===== config.mk =====
export PLATFORM = sky130hd
export DESIGN_NAME = date_text_to_epoch_parser
export DESIGN_NICKNAME = d
export VERILOG_FILES = /design/src/rtl/dtep_pkg.sv /design/src/rtl/dtep_front.sv /design/src/rtl/dtep_queue.sv /design/src/rtl/dtep_back.sv /design/src/rtl/date_text_to_epoch_parser.sv
export SDC_FILE = /design/constraint.sdc
export NUM_CORES = 1
export LEC_CHECK = 0
export ABC_AREA = 1
export BUFFER_PORTS_ARGS = -buffer_cell sky130_fd_sc_hd__buf_2
export CAP_MARGIN = 15
export CORE_MARGIN = 2
export CORE_UTILIZATION = 70
export CTS_CLUSTER_DIAMETER = 100
export DETAILED_ROUTE_END_ITERATION = 16
export PLACE_DENSITY_LB_ADDON = 0.12
export SYNTH_ARGS = -nofsm -noshare
export SYNTH_HDL_FRONTEND = slang
export SYNTH_HIERARCHICAL = 1
export SYNTH_SLANG_ARGS = --single-unit

===== constraint.sdc =====
create_clock -name clk -period 14.2 [get_ports clk]
set_clock_uncertainty 0.05 [all_clocks]
set_input_delay 1.42 -clock clk [delete_from_list [all_inputs] [get_ports clk]]
set_output_delay 1.42 -clock clk [all_outputs]
set_load 0.01 [all_outputs]

===== src/rtl/dtep_pkg.sv =====
// ----------------------------------------------------------------------------
// dtep_pkg
// Shared types, character codes and lookup tables for the date text parser.
// ----------------------------------------------------------------------------
package dtep_pkg;

  localparam int QUEUE_DEPTH_DEF = 4;

  localparam logic [7:0]  CH_SPACE  = 8'h20;
  localparam logic [7:0]  CH_HYPHEN = 8'h2D;
  localparam logic [7:0]  CH_D      = 8'h64;
  localparam logic [23:0] TRAILER   = 24'h540D0A;

  typedef struct packed {
    logic [7:0] raw;
    logic [7:0] chr;
    logic       is_dig;
    logic [3:0] dval;
    logic       last;
  } char_item_t;

  function automatic logic [23:0] month_name(input logic [3:0] idx);
    case (idx)
      4'd0:    month_name = 24'h6A616E;
      4'd1:    month_name = 24'h666562;
      4'd2:    month_name = 24'h6D6172;
      4'd3:    month_name = 24'h617072;
      4'd4:    month_name = 24'h6D6179;
      4'd5:    month_name = 24'h6A756E;
      4'd6:    month_name = 24'h6A756C;
      4'd7:    month_name = 24'h617567;
      4'd8:    month_name = 24'h736570;
      4'd9:    month_name = 24'h6F6374;
      4'd10:   month_name = 24'h6E6F76;
      4'd11:   month_name = 24'h646563;
      default: month_name = 24'h000000;
    endcase
  endfunction

  function automatic logic [15:0] month_adjust(input logic [3:0] idx);
    case (idx)
      4'd0:    month_adjust = 16'hFFFF;
      4'd1:    month_adjust = 16'd30;
      4'd2:    month_adjust = 16'd59;
      4'd3:    month_adjust = 16'd90;
      4'd4:    month_adjust = 16'd120;
      4'd5:    month_adjust = 16'd151;
      4'd6:    month_adjust = 16'd181;
      4'd7:    month_adjust = 16'd212;
      4'd8:    month_adjust = 16'd243;
      4'd9:    month_adjust = 16'd273;
      4'd10:   month_adjust = 16'd304;
      4'd11:   month_adjust = 16'd334;
      default: month_adjust = 16'd0;
    endcase
  endfunction

  // {hit, hours}
  function automatic logic [4:0] zone_hours(input logic [7:0] c);
    case (c)
      8'h70:   zone_hours = {1'b1, 4'd8};
      8'h6D:   zone_hours = {1'b1, 4'd7};
      8'h63:   zone_hours = {1'b1, 4'd6};
      8'h65:   zone_hours = {1'b1, 4'd5};
      8'h61:   zone_hours = {1'b1, 4'd4};
      8'h79:   zone_hours = {1'b1, 4'd9};
      8'h68:   zone_hours = {1'b1, 4'd10};
      default: zone_hours = {1'b0, 4'd0};
    endcase
  endfunction

endpackage


===== src/rtl/dtep_front.sv =====
// ----------------------------------------------------------------------------
// dtep_front
// Accepts characters, folds upper case letters and classifies digits.
// ----------------------------------------------------------------------------
module dtep_front
  import dtep_pkg::*;
(
  input  logic       in_valid,
  output logic       in_stall,
  input  logic [7:0] in_char_in,
  input  logic       in_last_char,
  input  logic       q_full,
  output logic       q_push,
  output char_item_t q_item
);

  logic is_upper;
  logic is_dig;

  assign is_upper = (in_char_in >= 8'h41) && (in_char_in <= 8'h5A);
  assign is_dig   = (in_char_in >= 8'h30) && (in_char_in <= 8'h39);

  assign in_stall      = q_full;
  assign q_push        = in_valid && !q_full;
  assign q_item.raw    = in_char_in;
  assign q_item.chr    = is_upper ? (in_char_in + 8'h20) : in_char_in;
  assign q_item.is_dig = is_dig;
  assign q_item.dval   = is_dig ? 4'(in_char_in - 8'h30) : 4'd0;
  assign q_item.last   = in_last_char;

endmodule


===== src/rtl/dtep_queue.sv =====
// ----------------------------------------------------------------------------
// dtep_queue
// Short queue of classified characters between front and back.
// ----------------------------------------------------------------------------
module dtep_queue
  import dtep_pkg::*;
#(
  parameter int DEPTH = QUEUE_DEPTH_DEF
) (
  input  logic       clk,
  input  logic       rst_n,
  input  logic       push,
  input  char_item_t wr_item,
  output logic       full,
  input  logic       pop,
  output logic       rd_valid,
  output char_item_t rd_item
);

  localparam int PTR_W = (DEPTH > 1) ? $clog2(DEPTH) : 1;
  localparam int CNT_W = $clog2(DEPTH + 1);

  char_item_t             entry_r [DEPTH];
  logic [PTR_W-1:0]       wr_ptr_r, wr_ptr_nxt;
  logic [PTR_W-1:0]       rd_ptr_r, rd_ptr_nxt;
  logic [CNT_W-1:0]       count_r, count_nxt;
  logic                   do_pop;

  assign full     = (count_r == CNT_W'(DEPTH));
  assign rd_valid = (count_r != '0);
  assign rd_item  = entry_r[rd_ptr_r];
  assign do_pop   = pop && rd_valid;

  always_comb begin
    wr_ptr_nxt = wr_ptr_r;
    rd_ptr_nxt = rd_ptr_r;
    count_nxt  = count_r;
    if (push) begin
      wr_ptr_nxt = (wr_ptr_r == PTR_W'(DEPTH - 1)) ? '0 : wr_ptr_r + PTR_W'(1);
    end
    if (do_pop) begin
      rd_ptr_nxt = (rd_ptr_r == PTR_W'(DEPTH - 1)) ? '0 : rd_ptr_r + PTR_W'(1);
    end
    if (push && !do_pop) begin
      count_nxt = count_r + CNT_W'(1);
    end else if (do_pop && !push) begin
      count_nxt = count_r - CNT_W'(1);
    end
  end

  always_ff @(posedge clk) begin
    if (!rst_n) begin
      wr_ptr_r <= '0;
      rd_ptr_r <= '0;
      count_r  <= '0;
    end else begin
      wr_ptr_r <= wr_ptr_nxt;
      rd_ptr_r <= rd_ptr_nxt;
      count_r  <= count_nxt;
    end
  end

  always_ff @(posedge clk) begin
    if (push) begin
      entry_r[wr_ptr_r] <= wr_item;
    end
  end

endmodule


===== src/rtl/dtep_back.sv =====
// ----------------------------------------------------------------------------
// dtep_back
// Parses queued characters, finishes the message and computes epoch seconds.
// ----------------------------------------------------------------------------
module dtep_back
  import dtep_pkg::*;
(
  input  logic              clk,
  input  logic              rst_n,
  input  logic              q_valid,
  input  char_item_t        q_item,
  output logic              q_pop,
  output logic              out_valid,
  input  logic              out_stall,
  output logic signed [31:0] out_epoch_seconds,
  output logic [2:0]        out_status
);

  localparam logic [3:0] PH_WDAY  = 4'd0;
  localparam logic [3:0] PH_DAY   = 4'd1;
  localparam logic [3:0] PH_MON   = 4'd2;
  localparam logic [3:0] PH_MSKIP = 4'd3;
  localparam logic [3:0] PH_YEAR  = 4'd4;
  localparam logic [3:0] PH_HOUR  = 4'd5;
  localparam logic [3:0] PH_MIN   = 4'd6;
  localparam logic [3:0] PH_SEC   = 4'd7;
  localparam logic [3:0] PH_HYPH  = 4'd8;
  localparam logic [3:0] PH_ZONE  = 4'd9;
  localparam logic [3:0] PH_DST   = 4'd10;
  localparam logic [3:0] PH_DONE  = 4'd11;

  localparam logic [2:0] ST_OK         = 3'd0;
  localparam logic [2:0] ST_TRAILER    = 3'd1;
  localparam logic [2:0] ST_INCOMPLETE = 3'd2;
  localparam logic [2:0] ST_MONTH      = 3'd3;
  localparam logic [2:0] ST_HYPHEN     = 3'd4;
  localparam logic [2:0] ST_ZONE       = 3'd5;

  localparam logic [2:0] B_RUN   = 3'd0;
  localparam logic [2:0] B_FLUSH = 3'd1;
  localparam logic [2:0] B_MUL0  = 3'd2;
  localparam logic [2:0] B_MUL1  = 3'd3;
  localparam logic [2:0] B_MUL2  = 3'd4;
  localparam logic [2:0] B_MUL3  = 3'd5;
  localparam logic [2:0] B_OUT   = 3'd6;

  localparam logic [2:0] FLUSH_MAX = 3'd4;

  logic [3:0]         phase_r, phase_nxt, f_phase;
  logic [15:0]        acc_r, acc_nxt, f_acc;
  logic [1:0]         dcnt_r, dcnt_nxt, f_dcnt;
  logic [15:0]        mon_r, mon_nxt, f_mon;
  logic [15:0]        doy_r, doy_nxt, f_doy;
  logic signed [16:0] years_r, years_nxt, f_years;
  logic [7:0]         hour_r, hour_nxt, f_hour;
  logic [6:0]         min_r, min_nxt, f_min;
  logic [6:0]         sec_r, sec_nxt, f_sec;
  logic [3:0]         zone_r, zone_nxt, f_zone;
  logic               dst_r, dst_nxt, f_dst;
  logic [23:0]        recent_r, recent_nxt;
  logic [2:0]         err_r, err_nxt, f_err;
  logic [2:0]         bstate_r, bstate_nxt;
  logic [2:0]         flush_cnt_r, flush_cnt_nxt;
  logic [31:0]        t_r, t_nxt;
  logic [2:0]         stat_r, stat_nxt;
  logic               out_valid_r, out_valid_nxt;
  logic [31:0]        out_epoch_r, out_epoch_nxt;
  logic [2:0]         out_status_r, out_status_nxt;

  logic               feed_en;
  logic               clr;
  logic [7:0]         f_c;
  logic               f_is_dig;
  logic [3:0]         f_dval;

  logic [19:0]        acc_mul;
  logic [15:0]        acc_sat;
  logic [16:0]        yrs_calc;
  logic [16:0]        yrs_p2;
  logic [7:0]         hms_v;
  logic               mon_hit;
  logic [15:0]        mon_adj;
  logic [4:0]         zone_lu;

  logic signed [26:0] ymul;
  logic [17:0]        y1;
  logic [17:0]        y1n;
  logic [17:0]        q18;
  logic [31:0]        epoch0;
  logic [31:0]        hr32;

  assign f_c      = (bstate_r == B_RUN) ? q_item.chr : 8'd0;
  assign f_is_dig = (bstate_r == B_RUN) ? q_item.is_dig : 1'b0;
  assign f_dval   = (bstate_r == B_RUN) ? q_item.dval : 4'd0;

  assign acc_mul  = {4'b0, acc_r} * 20'd10 + {16'b0, f_dval};
  assign acc_sat  = (acc_mul > 20'd65535) ? 16'hFFFF : acc_mul[15:0];
  assign yrs_calc = {1'b0, acc_r} - 17'd70;
  assign yrs_p2   = yrs_calc + 17'd2;
  assign hms_v    = f_is_dig ? ({4'b0, acc_r[3:0]} * 8'd10 + {4'b0, f_dval}) : acc_r[7:0];
  assign zone_lu  = zone_hours(f_c);

  always_comb begin
    mon_hit = 1'b0;
    mon_adj = 16'd0;
    for (int i = 0; i < 12; i++) begin
      if (!mon_hit && ({mon_r, f_c} == month_name(4'(i)))) begin
        mon_hit = 1'b1;
        mon_adj = month_adjust(4'(i));
      end
    end
  end

  always_comb begin
    f_phase = phase_r;
    f_acc   = acc_r;
    f_dcnt  = dcnt_r;
    f_mon   = mon_r;
    f_doy   = doy_r;
    f_years = years_r;
    f_hour  = hour_r;
    f_min   = min_r;
    f_sec   = sec_r;
    f_zone  = zone_r;
    f_dst   = dst_r;
    f_err   = err_r;
    case (phase_r)
      PH_WDAY: begin
        if (f_c == CH_SPACE) f_phase = PH_DAY;
      end
      PH_MSKIP: begin
        if (f_c == CH_SPACE) f_phase = PH_YEAR;
      end
      PH_DAY, PH_YEAR: begin
        if (f_is_dig) begin
          f_acc  = (dcnt_r != 2'd0) ? acc_sat : {12'b0, f_dval};
          f_dcnt = 2'd1;
        end else if (dcnt_r != 2'd0) begin
          f_dcnt = 2'd0;
          if (phase_r == PH_DAY) begin
            f_doy   = acc_r;
            f_mon   = 16'd0;
            f_phase = PH_MON;
          end else begin
            f_years = yrs_calc;
            if (($signed(doy_r) > 16'sd59) && (yrs_p2[1:0] != 2'd0)) begin
              f_doy = doy_r - 16'd1;
            end
            f_phase = PH_HOUR;
          end
        end
      end
      PH_MON: begin
        if (dcnt_r < 2'd2) begin
          f_mon  = {mon_r[7:0], f_c};
          f_dcnt = dcnt_r + 2'd1;
        end else begin
          f_dcnt = 2'd0;
          if (!mon_hit) begin
            f_err   = ST_MONTH;
            f_phase = PH_DONE;
          end else begin
            f_doy   = doy_r + mon_adj;
            f_phase = PH_MSKIP;
          end
        end
      end
      PH_HOUR, PH_MIN, PH_SEC: begin
        if (dcnt_r == 2'd0) begin
          if (f_is_dig) begin
            f_acc  = {12'b0, f_dval};
            f_dcnt = 2'd1;
          end
        end else begin
          f_dcnt = 2'd0;
          if (phase_r == PH_HOUR) f_hour = hms_v;
          else if (phase_r == PH_MIN) f_min = hms_v[6:0];
          else f_sec = hms_v[6:0];
          f_phase = phase_r + 4'd1;
        end
      end
      PH_HYPH: begin
        if (f_c == CH_HYPHEN) begin
          f_phase = PH_ZONE;
        end else begin
          f_err   = ST_HYPHEN;
          f_phase = PH_DONE;
        end
      end
      PH_ZONE: begin
        if (zone_lu[4]) begin
          f_zone  = zone_lu[3:0];
          f_phase = PH_DST;
        end else begin
          f_err   = ST_ZONE;
          f_phase = PH_DONE;
        end
      end
      PH_DST: begin
        f_dst   = (f_c == CH_D);
        f_phase = PH_DONE;
      end
      default: begin
      end
    endcase
  end

  assign ymul   = years_r * 27'sd365;
  assign y1     = {years_r[16], years_r} + 18'd1;
  assign y1n    = 18'd0 - y1;
  assign q18    = y1[17] ? (18'd0 - (y1n >> 2)) : (y1 >> 2);
  assign epoch0 = 32'(ymul) + 32'($signed(q18)) + 32'($signed(doy_r));
  assign hr32   = {24'b0, hour_r} + {28'b0, zone_r} - {31'b0, dst_r};

  always_comb begin
    phase_nxt      = phase_r;
    acc_nxt        = acc_r;
    dcnt_nxt       = dcnt_r;
    mon_nxt        = mon_r;
    doy_nxt        = doy_r;
    years_nxt      = years_r;
    hour_nxt       = hour_r;
    min_nxt        = min_r;
    sec_nxt        = sec_r;
    zone_nxt       = zone_r;
    dst_nxt        = dst_r;
    recent_nxt     = recent_r;
    err_nxt        = err_r;
    bstate_nxt     = bstate_r;
    flush_cnt_nxt  = flush_cnt_r;
    t_nxt          = t_r;
    stat_nxt       = stat_r;
    out_valid_nxt  = out_valid_r;
    out_epoch_nxt  = out_epoch_r;
    out_status_nxt = out_status_r;
    feed_en        = 1'b0;
    clr            = 1'b0;
    q_pop          = 1'b0;

    if (out_valid_r && !out_stall) out_valid_nxt = 1'b0;

    case (bstate_r)
      B_RUN: begin
        if (q_valid) begin
          q_pop      = 1'b1;
          feed_en    = 1'b1;
          recent_nxt = {recent_r[15:0], q_item.raw};
          if (q_item.last) begin
            bstate_nxt    = B_FLUSH;
            flush_cnt_nxt = 3'd0;
          end
        end
      end
      B_FLUSH: begin
        if (recent_r != TRAILER) begin
          stat_nxt   = ST_TRAILER;
          t_nxt      = 32'd0;
          bstate_nxt = B_OUT;
        end else if (phase_r == PH_DONE) begin
          if (err_r != ST_OK) begin
            stat_nxt   = err_r;
            t_nxt      = 32'd0;
            bstate_nxt = B_OUT;
          end else begin
            bstate_nxt = B_MUL0;
          end
        end else if (flush_cnt_r == FLUSH_MAX) begin
          stat_nxt   = ST_INCOMPLETE;
          t_nxt      = 32'd0;
          bstate_nxt = B_OUT;
        end else begin
          feed_en       = 1'b1;
          flush_cnt_nxt = flush_cnt_r + 3'd1;
        end
      end
      B_MUL0: begin
        t_nxt      = epoch0;
        bstate_nxt = B_MUL1;
      end
      B_MUL1: begin
        t_nxt      = t_r * 32'd24 + hr32;
        bstate_nxt = B_MUL2;
      end
      B_MUL2: begin
        t_nxt      = t_r * 32'd60 + {25'b0, min_r};
        bstate_nxt = B_MUL3;
      end
      B_MUL3: begin
        t_nxt      = t_r * 32'd60 + {25'b0, sec_r};
        stat_nxt   = ST_OK;
        bstate_nxt = B_OUT;
      end
      B_OUT: begin
        if (!out_valid_r || !out_stall) begin
          out_valid_nxt  = 1'b1;
          out_epoch_nxt  = t_r;
          out_status_nxt = stat_r;
          clr            = 1'b1;
          bstate_nxt     = B_RUN;
        end
      end
      default: begin
        bstate_nxt = B_RUN;
      end
    endcase

    if (feed_en) begin
      phase_nxt = f_phase;
      acc_nxt   = f_acc;
      dcnt_nxt  = f_dcnt;
      mon_nxt   = f_mon;
      doy_nxt   = f_doy;
      years_nxt = f_years;
      hour_nxt  = f_hour;
      min_nxt   = f_min;
      sec_nxt   = f_sec;
      zone_nxt  = f_zone;
      dst_nxt   = f_dst;
      err_nxt   = f_err;
    end
    if (clr) begin
      phase_nxt  = PH_WDAY;
      acc_nxt    = 16'd0;
      dcnt_nxt   = 2'd0;
      mon_nxt    = 16'd0;
      doy_nxt    = 16'd0;
      years_nxt  = 17'sd0;
      hour_nxt   = 8'd0;
      min_nxt    = 7'd0;
      sec_nxt    = 7'd0;
      zone_nxt   = 4'd0;
      dst_nxt    = 1'b0;
      recent_nxt = 24'd0;
      err_nxt    = ST_OK;
    end
  end

  always_ff @(posedge clk) begin
    if (!rst_n) begin
      phase_r     <= PH_WDAY;
      acc_r       <= 16'd0;
      dcnt_r      <= 2'd0;
      mon_r       <= 16'd0;
      doy_r       <= 16'd0;
      years_r     <= 17'sd0;
      hour_r      <= 8'd0;
      min_r       <= 7'd0;
      sec_r       <= 7'd0;
      zone_r      <= 4'd0;
      dst_r       <= 1'b0;
      recent_r    <= 24'd0;
      err_r       <= ST_OK;
      bstate_r    <= B_RUN;
      flush_cnt_r <= 3'd0;
      out_valid_r <= 1'b0;
    end else begin
      phase_r     <= phase_nxt;
      acc_r       <= acc_nxt;
      dcnt_r      <= dcnt_nxt;
      mon_r       <= mon_nxt;
      doy_r       <= doy_nxt;
      years_r     <= years_nxt;
      hour_r      <= hour_nxt;
      min_r       <= min_nxt;
      sec_r       <= sec_nxt;
      zone_r      <= zone_nxt;
      dst_r       <= dst_nxt;
      recent_r    <= recent_nxt;
      err_r       <= err_nxt;
      bstate_r    <= bstate_nxt;
      flush_cnt_r <= flush_cnt_nxt;
      out_valid_r <= out_valid_nxt;
    end
  end

  always_ff @(posedge clk) begin
    t_r          <= t_nxt;
    stat_r       <= stat_nxt;
    out_epoch_r  <= out_epoch_nxt;
    out_status_r <= out_status_nxt;
  end

  assign out_valid         = out_valid_r;
  assign out_epoch_seconds = $signed(out_epoch_r);
  assign out_status        = out_status_r;

  a_pop_in_run: assert property (@(posedge clk) disable iff (!rst_n)
    q_pop |-> (bstate_r == B_RUN))
    else $error("queue popped outside parse state");

  a_flush_bound: assert property (@(posedge clk) disable iff (!rst_n)
    (bstate_r == B_FLUSH) |-> (flush_cnt_r <= FLUSH_MAX))
    else $error("flush count beyond limit");

  a_status_epoch: assert property (@(posedge clk) disable iff (!rst_n)
    out_valid_r |-> ((out_status_r == ST_OK) || (out_epoch_r == 32'd0)))
    else $error("nonzero epoch with error status");

  a_clear_after_out: assert property (@(posedge clk) disable iff (!rst_n)
    ((bstate_r == B_OUT) && (!out_valid_r || !out_stall))
      |=> (out_valid_r && (phase_r == PH_WDAY) && (bstate_r == B_RUN)))
    else $error("parser not cleared after result load");

endmodule


===== src/rtl/date_text_to_epoch_parser.sv =====
// ----------------------------------------------------------------------------
// date_text_to_epoch_parser
// Parses a date message character by character into epoch seconds and status.
//
//   channel  direction  handshake            payload
//   in       input      in_valid / in_stall  in_char_in[7:0], in_last_char
//   out      output     out_valid/out_stall  out_epoch_seconds[31:0], out_status[2:0]
//
// One character per cycle is parsed while the back is in its parse state.
// After the last character the back takes no input while it runs its parse step, 1 to 5
// trailer check and zero-byte flush steps, 4 multiply steps if ok, and 1 load step.
// The character queue keeps taking input during that time until it is full.
// Reset is synchronous and clears parser, queue and result valid.
// A stalled result holds in the output register and delays the next load.
// ----------------------------------------------------------------------------
module date_text_to_epoch_parser
  import dtep_pkg::*;
#(
  parameter int QUEUE_DEPTH = QUEUE_DEPTH_DEF
) (
  input  logic               clk,
  input  logic               rst_n,
  input  logic               in_valid,
  output logic               in_stall,
  input  logic [7:0]         in_char_in,
  input  logic               in_last_char,
  output logic               out_valid,
  input  logic               out_stall,
  output logic signed [31:0] out_epoch_seconds,
  output logic [2:0]         out_status
);

  logic       q_push;
  logic       q_full;
  logic       q_pop;
  logic       q_valid;
  char_item_t q_wr_item;
  char_item_t q_rd_item;

  dtep_front u_front (
    .in_valid     (in_valid),
    .in_stall     (in_stall),
    .in_char_in   (in_char_in),
    .in_last_char (in_last_char),
    .q_full       (q_full),
    .q_push       (q_push),
    .q_item       (q_wr_item)
  );

  dtep_queue #(
    .DEPTH (QUEUE_DEPTH)
  ) u_queue (
    .clk      (clk),
    .rst_n    (rst_n),
    .push     (q_push),
    .wr_item  (q_wr_item),
    .full     (q_full),
    .pop      (q_pop),
    .rd_valid (q_valid),
    .rd_item  (q_rd_item)
  );

  dtep_back u_back (
    .clk               (clk),
    .rst_n             (rst_n),
    .q_valid           (q_valid),
    .q_item            (q_rd_item),
    .q_pop             (q_pop),
    .out_valid         (out_valid),
    .out_stall         (out_stall),
    .out_epoch_seconds (out_epoch_seconds),
    .out_status        (out_status)
  );

endmodule


Word level (Yosys, flattened, before mapping)
Memories as Yosys holds them, arrays and structs flattened. A register that Yosys moved wholly into a read port is not among the register bits. Cells that the tools add are included.

Output and inout bits: 37. RAM bits: 88. Register bits: 209. Logic and storage cells: 325. Memories kept: 1.

Memories: u_queue.entry_r (depth 4, bits a word 22, read ports 1, clocked after Yosys merged registers in 1, wr ports 1, RTL line dtep_queue.sv:23) `char_item_t entry_r [DEPTH];`.

Magnitude comparators: 7. $mul: 5. Bitwise logic cells: 6. Equality and inequality tests: 70. $add $sub $neg: 25. Multiplexer cells: 115. Reductions and logical operators: 73.

Operators with widths (number): 2-to-1 mux 16 bit (27); equality test 24 x 23 -> 1 bit (second input constant) (12); case mux 32 bit (5 select lines) (1); 2-to-1 mux 32 bit (4); case mux 16 bit (2 select lines) (3); 2-to-1 mux 3 bit (23); adder 32 x 7 -> 32 bit (2); equality test 8 x 7 -> 1 bit (second input constant) (8); 2-to-1 mux 4 bit (9); case mux 5 bit (7 select lines) (1); adder 32 bit (1); multiplier 32 x 2 -> 29 bit (second input constant) (1); multiplier 32 x 4 -> 30 bit (second input constant) (1); case mux 4 bit (8 select lines) (1); subtractor 32 x 1 -> 32 bit (1); adder 28 x 16 -> 29 bit (1); adder 27 x 18 -> 28 bit (1); multiplier 17 x 10 -> 27 bit (second input constant) (1); 2-to-1 mux 1 bit (26); 2-to-1 mux 8 bit (3); inequality test 24 x 23 -> 1 bit (second input constant) (1); inequality test 2 bit (second input constant) (11); case mux 3 bit (7 select lines) (1); adder 20 x 4 -> 20 bit (1); 64 further kinds (160).

Depth between registers and ports, before layout
Depth in word-level cells: 41. Mapped depth: 42. Depth with buffers taken out: 42.

Cells and area by module
The synthesis kept the hierarchy.

By module, submodules not included: dtep_back (cells an instance 3377, instances 1, area each 24423.4 um^2); dtep_queue (cells an instance 277, instances 1, area each 3773.6 um^2); dtep_front (cells an instance 67, instances 1, area each 347.8 um^2).

Worst setup path after synthesis
OpenSTA, ideal clock, no wires.

Path kind: register -> register. Start point: register u_back.years_r[5]. End point: register u_back.t_r[26] (data pin). Cell stages (with the launch flop): 32. Period minus slack after synthesis: 6770 ps. Arrival: 6468 ps. Setup time: 252 ps. Slack: 7430 ps. Required time: 13898 ps. Path through: dfxtp_1 > ha_1 > inv_1 > nor3_2 > nand2_1 > xor2_1 > nand2_1 > nor3_4 > nand2_1 > xor2_2 > nand4_1 > nand3b_1 > nand2_1 > fa_1 > inv_1 > fa_1 > fa_1 > fa_1 > inv_1 > ha_1 > nand2_1 > nor4_1 > nand4_1 > nand3_1 > nand2_1 > nand3_1 > a21boi_0 > or2_2 > nand3_1 > nand2_1 > inv_1 > nand2_1.

Cells in the longest elaborated chain, start to end: 7. Elaborated cells between the ends (all ways): 8. Classes of those cells: add/sub: 5; mul: 1; mux: 2.

Ends and longest elaborated chain: start: declaration (RTL line dtep_back.sv:54) `logic signed [16:0] years_r, years_nxt, f_years;`; start signal: assignment (RTL line dtep_back.sv:362) `years_r <= years_nxt;`; adder 17 x 2 -> 18 bit (RTL line dtep_back.sv:209) `assign y1 = {years_r[16], years_r} + 18'd1;`; subtractor 1 x 18 -> 18 bit (RTL line dtep_back.sv:210) `assign y1n = 18'd0 - y1;`; subtractor 1 x 16 -> 17 bit (RTL line dtep_back.sv:211) `assign q18 = y1[17] ? (18'd0 - (y1n >> 2)) : (y1 >> 2);`; 2-to-1 mux 18 bit (RTL line dtep_back.sv:211); adder 27 x 18 -> 28 bit * (RTL line dtep_back.sv:212) `assign epoch0 = 32'(ymul) + 32'($signed(q18)) + 32'($signed(doy_r));`; adder 28 x 16 -> 29 bit * (RTL line dtep_back.sv:212); case mux 32 bit (5 select lines) * (RTL line dtep_back.sv:242) `case (bstate_r)`; net u_back.t_nxt[26] (RTL line dtep_back.sv:64) `logic [31:0] t_r, t_nxt;`; end signal: assignment (RTL line dtep_back.sv:377) `t_r <= t_nxt;`; end: declaration (RTL line dtep_back.sv:64).

The timed path passes the listed nets; every way through them passes the cells marked *. A chain may end at the register's enable or synchronous reset.

Worst setup path in the final report
Start point: register u_back.years_r[5]. End point: register u_back.t_r[28] (data pin).

The elaborated chain is that of the path after synthesis.

==> flow_summary_export.csv <==
group,metric,value,unit
status,status,"completed",
logic_synthesis,synth_top_area_share,0.1662,
detailed_routing,vias,26520,
floorplanning,rows,73,
final_layout,area.growth.synth_to_final,5.852,%
final_layout,regArea,0.007567,mm²
global_routing,track_usage,0.3802,
clocking,clock_latency,0.55,ns
detailed_routing,vias_per_cell,6.186,
floorplanning,dieArea,0.04241,mm²
logic_synthesis,yosysSeqAreaShare,0.2651,
clocking,cts_root_buf,"clkbuf_16",
detailed_routing,dr.first_iter.drc_count,2715,
logic_synthesis,synth.distinct_cells,70,
setup_path,cpMostUsedCell,"nand2_1",
global_routing,antenna_found_initial,0,
timing,fmax,119.7,MHz
global_routing,grt_pass1_vias,25590,
final_layout,multi_input_area,0.01826,mm²
placement,dpl.hpwl,60970,µm
setup_path,crit_path_end_kind,"flip-flop",
timing,rsz0062_at_grt,"false",
final_layout,fillers,2946,
timing,maxSlewViolCount,0,
clocking,cts_setup_buffers,0,
logic_synthesis,synth_area,0.02854,mm²
setup_path,cpPeakStageDelay,0.73,ns
clocking,cts_resized,0,
clocking,cts.sinks,299,
global_routing,grt_pass1_wl,128800,µm
placement,portBuffers,49,
final_layout,drive_gt1_frac,0.06459,
floorplanning,start_util,0.7135,
setup_path,cp_max_fo,22,
floorplanning,io-pin-count,50,
logic_synthesis,ys_ff_latch,299,
setup_path,crit_path_start_kind,"flip-flop",
timing,slew-limit-headroom,0.2799,
detailed_routing,drtPass1Iterations,7,
setup_path,crit_type,"flip-flop to flip-flop",
timing,worst_slew_pin_slew,1.079,ns
clocking,cts_tree,"done",
logic_synthesis,netlist_top_cells_count,"619 x nand2_1, 572 x inv_1, 386 x nor2_1",
floorplanning,die_h,205.9,µm
setup_path,cp.arrival,8.60,ns
setup_path,crit_slowest_cell,"xor2_1",
logic_synthesis,synth_nets,4146,
detailed_routing,final_antenna_net_count,0,
clocking,cts_hold_buf,0,
logic_synthesis,synth_warnings,6,
logic_synthesis,yosys.area.top_type,"edfxtp_1",
logic_synthesis,synth.most_common_cell,"nand2_1",
timing,timing_hold_violations_final,0,
timing,fin_crit,8.354,ns
clocking,numCtsBuffers,35,
logic_synthesis,synth.area.top_cells,"edfxtp_1 17%, fa_1 12%, ha_1 11%",
placement,place.gp.congestion,1.012,
run,maxCapViolations,0,
setup_path,critPathRequiredTime,14.45,ns
floorplanning,core_area,0.04001,mm²
detailed_routing,met2_length,37060,µm
clocking,htreeDepth,2,
worst_hold_path,worstHoldPathType,"flip-flop to flip-flop",
detailed_routing,met3_length,7081,µm
timing,final.period_utilization,0.5883,
detailed_routing,wl_met1,31880,µm
clocking,clock_path_buffers,3,
clocking,path_clk_slew,0.06,ns
timing,finalSetupViolCount,0,
detailed_routing,routed_wl,79460,µm
logic_synthesis,synth_ff_type,"edfxtp_1",
detailed_routing,wl_per_cell,18.53,µm
detailed_routing,remaining_drc_errors,0,
logic_synthesis,syn_avg_cell_area,7.671,µm²
detailed_routing,dr.max_layer_used,"met4",
logic_synthesis,synth_enable_flop_cells,158,
final_layout,nNetsFinal,4162,
timing,tns,0,ns
logic_synthesis,ys_async_sr_fraction,0,
final_layout,diodes,0,
global_routing,grt_max_degree,79,
floorplanning,chipWidth,205.9,µm
global_routing,grt_overflow,0,
logic_synthesis,synth_cells,3721,
## per-stage QoR
| step | instances | hold slack (ns) | util | area (µm²) | worst slack [ns] |
|---|---|---|---|---|---|
| after floorplan | 3721 | 0.3503 | - | 28540 | 7.430 |
| after global placement | 4225 | 0.3510 | 0.7272 | 29090 | 6.210 |
| after detailed placement | 4225 | 0.3664 | 0.7272 | 29090 | 5.893 |
| after CTS | 4287 | 0.3809 | 0.7553 | 30220 | 5.893 |
| after global routing | 4287 | 0.3966 | 0.7553 | 30220 | 5.033 |
| final | 4287 | 0.3853 | 0.7553 | 30220 | 5.846 |
## cells by family after synthesis
kind of cell / share of synthesized area
flops: 0.2651
simple gates: 0.2190
xor+xnor: 0.03888
buf+inv: 0.09604
compound gates: 0.1560
mux: 0.0007014
fa+ha+maj: 0.2242
## area by class of cell
class / instances / area share
well taps: 525 / 0.02174
repair buffers: 61 / 0.01110
clock buffers: 43 / 0.03164
clock inverters: 19 / 0.005549
inverters: 603 / 0.07528
multi-input cells: 2737 / 0.6042
flip-flops and latches: 299 / 0.2504
## critical path, delay by kind of cell, from the launching register on
kind / cells / cell delay [ns]
flip-flops: 1 / 0.59
AND/OR/NAND/NOR: 18 / 2.56
buffers and inverters: 7 / 1.26
adder cells (fa/ha/maj): 6 / 2.67
AO/OA/AOI/OAI: 2 / 0.26
XOR/XNOR: 1 / 0.73
## state kept, by name, summed over array words and instances, names as in the netlist, 3 cells and up, named ones only
| register | count |
|---|---|
| u_back/doy_r | 16 |
| u_back/t_r | 32 |
| u_back/years_r | 17 |
| u_queue/entry_r | 88 |
| u_back/out_status | 3 |
| u_back/stat_r | 3 |
| u_back/recent_r | 24 |
| u_back/flush_cnt_r | 3 |
| u_back/bstate_r | 3 |
| u_queue/count_r | 3 |
| u_back/out_epoch_seconds | 32 |
| u_back/hour_r | 8 |
| u_back/phase_r | 4 |
| u_back/err_r | 3 |
| u_back/mon_r | 16 |
| u_back/zone_r | 4 |
| u_back/sec_r | 7 |
| u_back/min_r | 7 |
| u_back/acc_r | 16 |
## cell usage in the layout, fill, tap and decap left out, types with 6 or more instances in the layout
cell | netlist | final
xor2_1 | 79 | 79
a21o_1 | 16 | 16
nor4_1 | 14 | 14
dfxtp_1 | 141 | 141
inv_2 | 26 | 26
nor2_2 | 20 | 21
a21boi_0 | 7 | 7
ha_1 | 246 | 246
buf_4 | 19 | 12
xnor2_1 | 34 | 34
edfxtp_1 | 158 | 158
o22ai_1 | 32 | 32
a211oi_1 | 26 | 26
o21ai_0 | 259 | 259
clkbuf_16 | 0 | 35
nand4_1 | 71 | 71
a21oi_1 | 319 | 318
nor2_4 | 7 | 8
o21ai_1 | 29 | 29
fa_1 | 166 | 166
nor3_2 | 8 | 8
nand3b_1 | 12 | 12
inv_1 | 572 | 572
nor3_1 | 41 | 41
nand3_1 | 173 | 173
buf_2 | 10 | 49
o21a_1 | 6 | 6
nand2_2 | 11 | 11
o21bai_1 | 20 | 20
nor2_1 | 386 | 384
o211ai_1 | 20 | 20
or2_2 | 17 | 17
o221ai_1 | 9 | 9
clkinv_1 | 2 | 7
nand2_1 | 619 | 619
a31oi_1 | 24 | 24
## per-layer routing
metal | up-vias | GRT usage
met5 | - | 0
met4 | 0 | 0.1531
met3 | 280 | 0.06307
met2 | 1420 | 0.6317
met1 | 12350 | 0.4958
li1 | 12470 | -
## path summary, 6_finish.rpt
kind         cells after the start  slack [ns]                            from                                      to
max                             34        5.85  u_back/years_r[5]$_SDFFE_PP0P_                u_back/t_r[28]$_DFFE_PP_
min                              0        0.39        u_back/t_r[31]$_DFFE_PP_  u_back/out_epoch_seconds[31]$_DFFE_PP_
max reg2reg                     34        5.85  u_back/years_r[5]$_SDFFE_PP0P_                u_back/t_r[28]$_DFFE_PP_
min reg2reg                      0        0.39        u_back/t_r[31]$_DFFE_PP_  u_back/out_epoch_seconds[31]$_DFFE_PP_
Power is not shown: default switching activity piles up to over one toggle a cycle in this logic, so the estimate is an artifact.
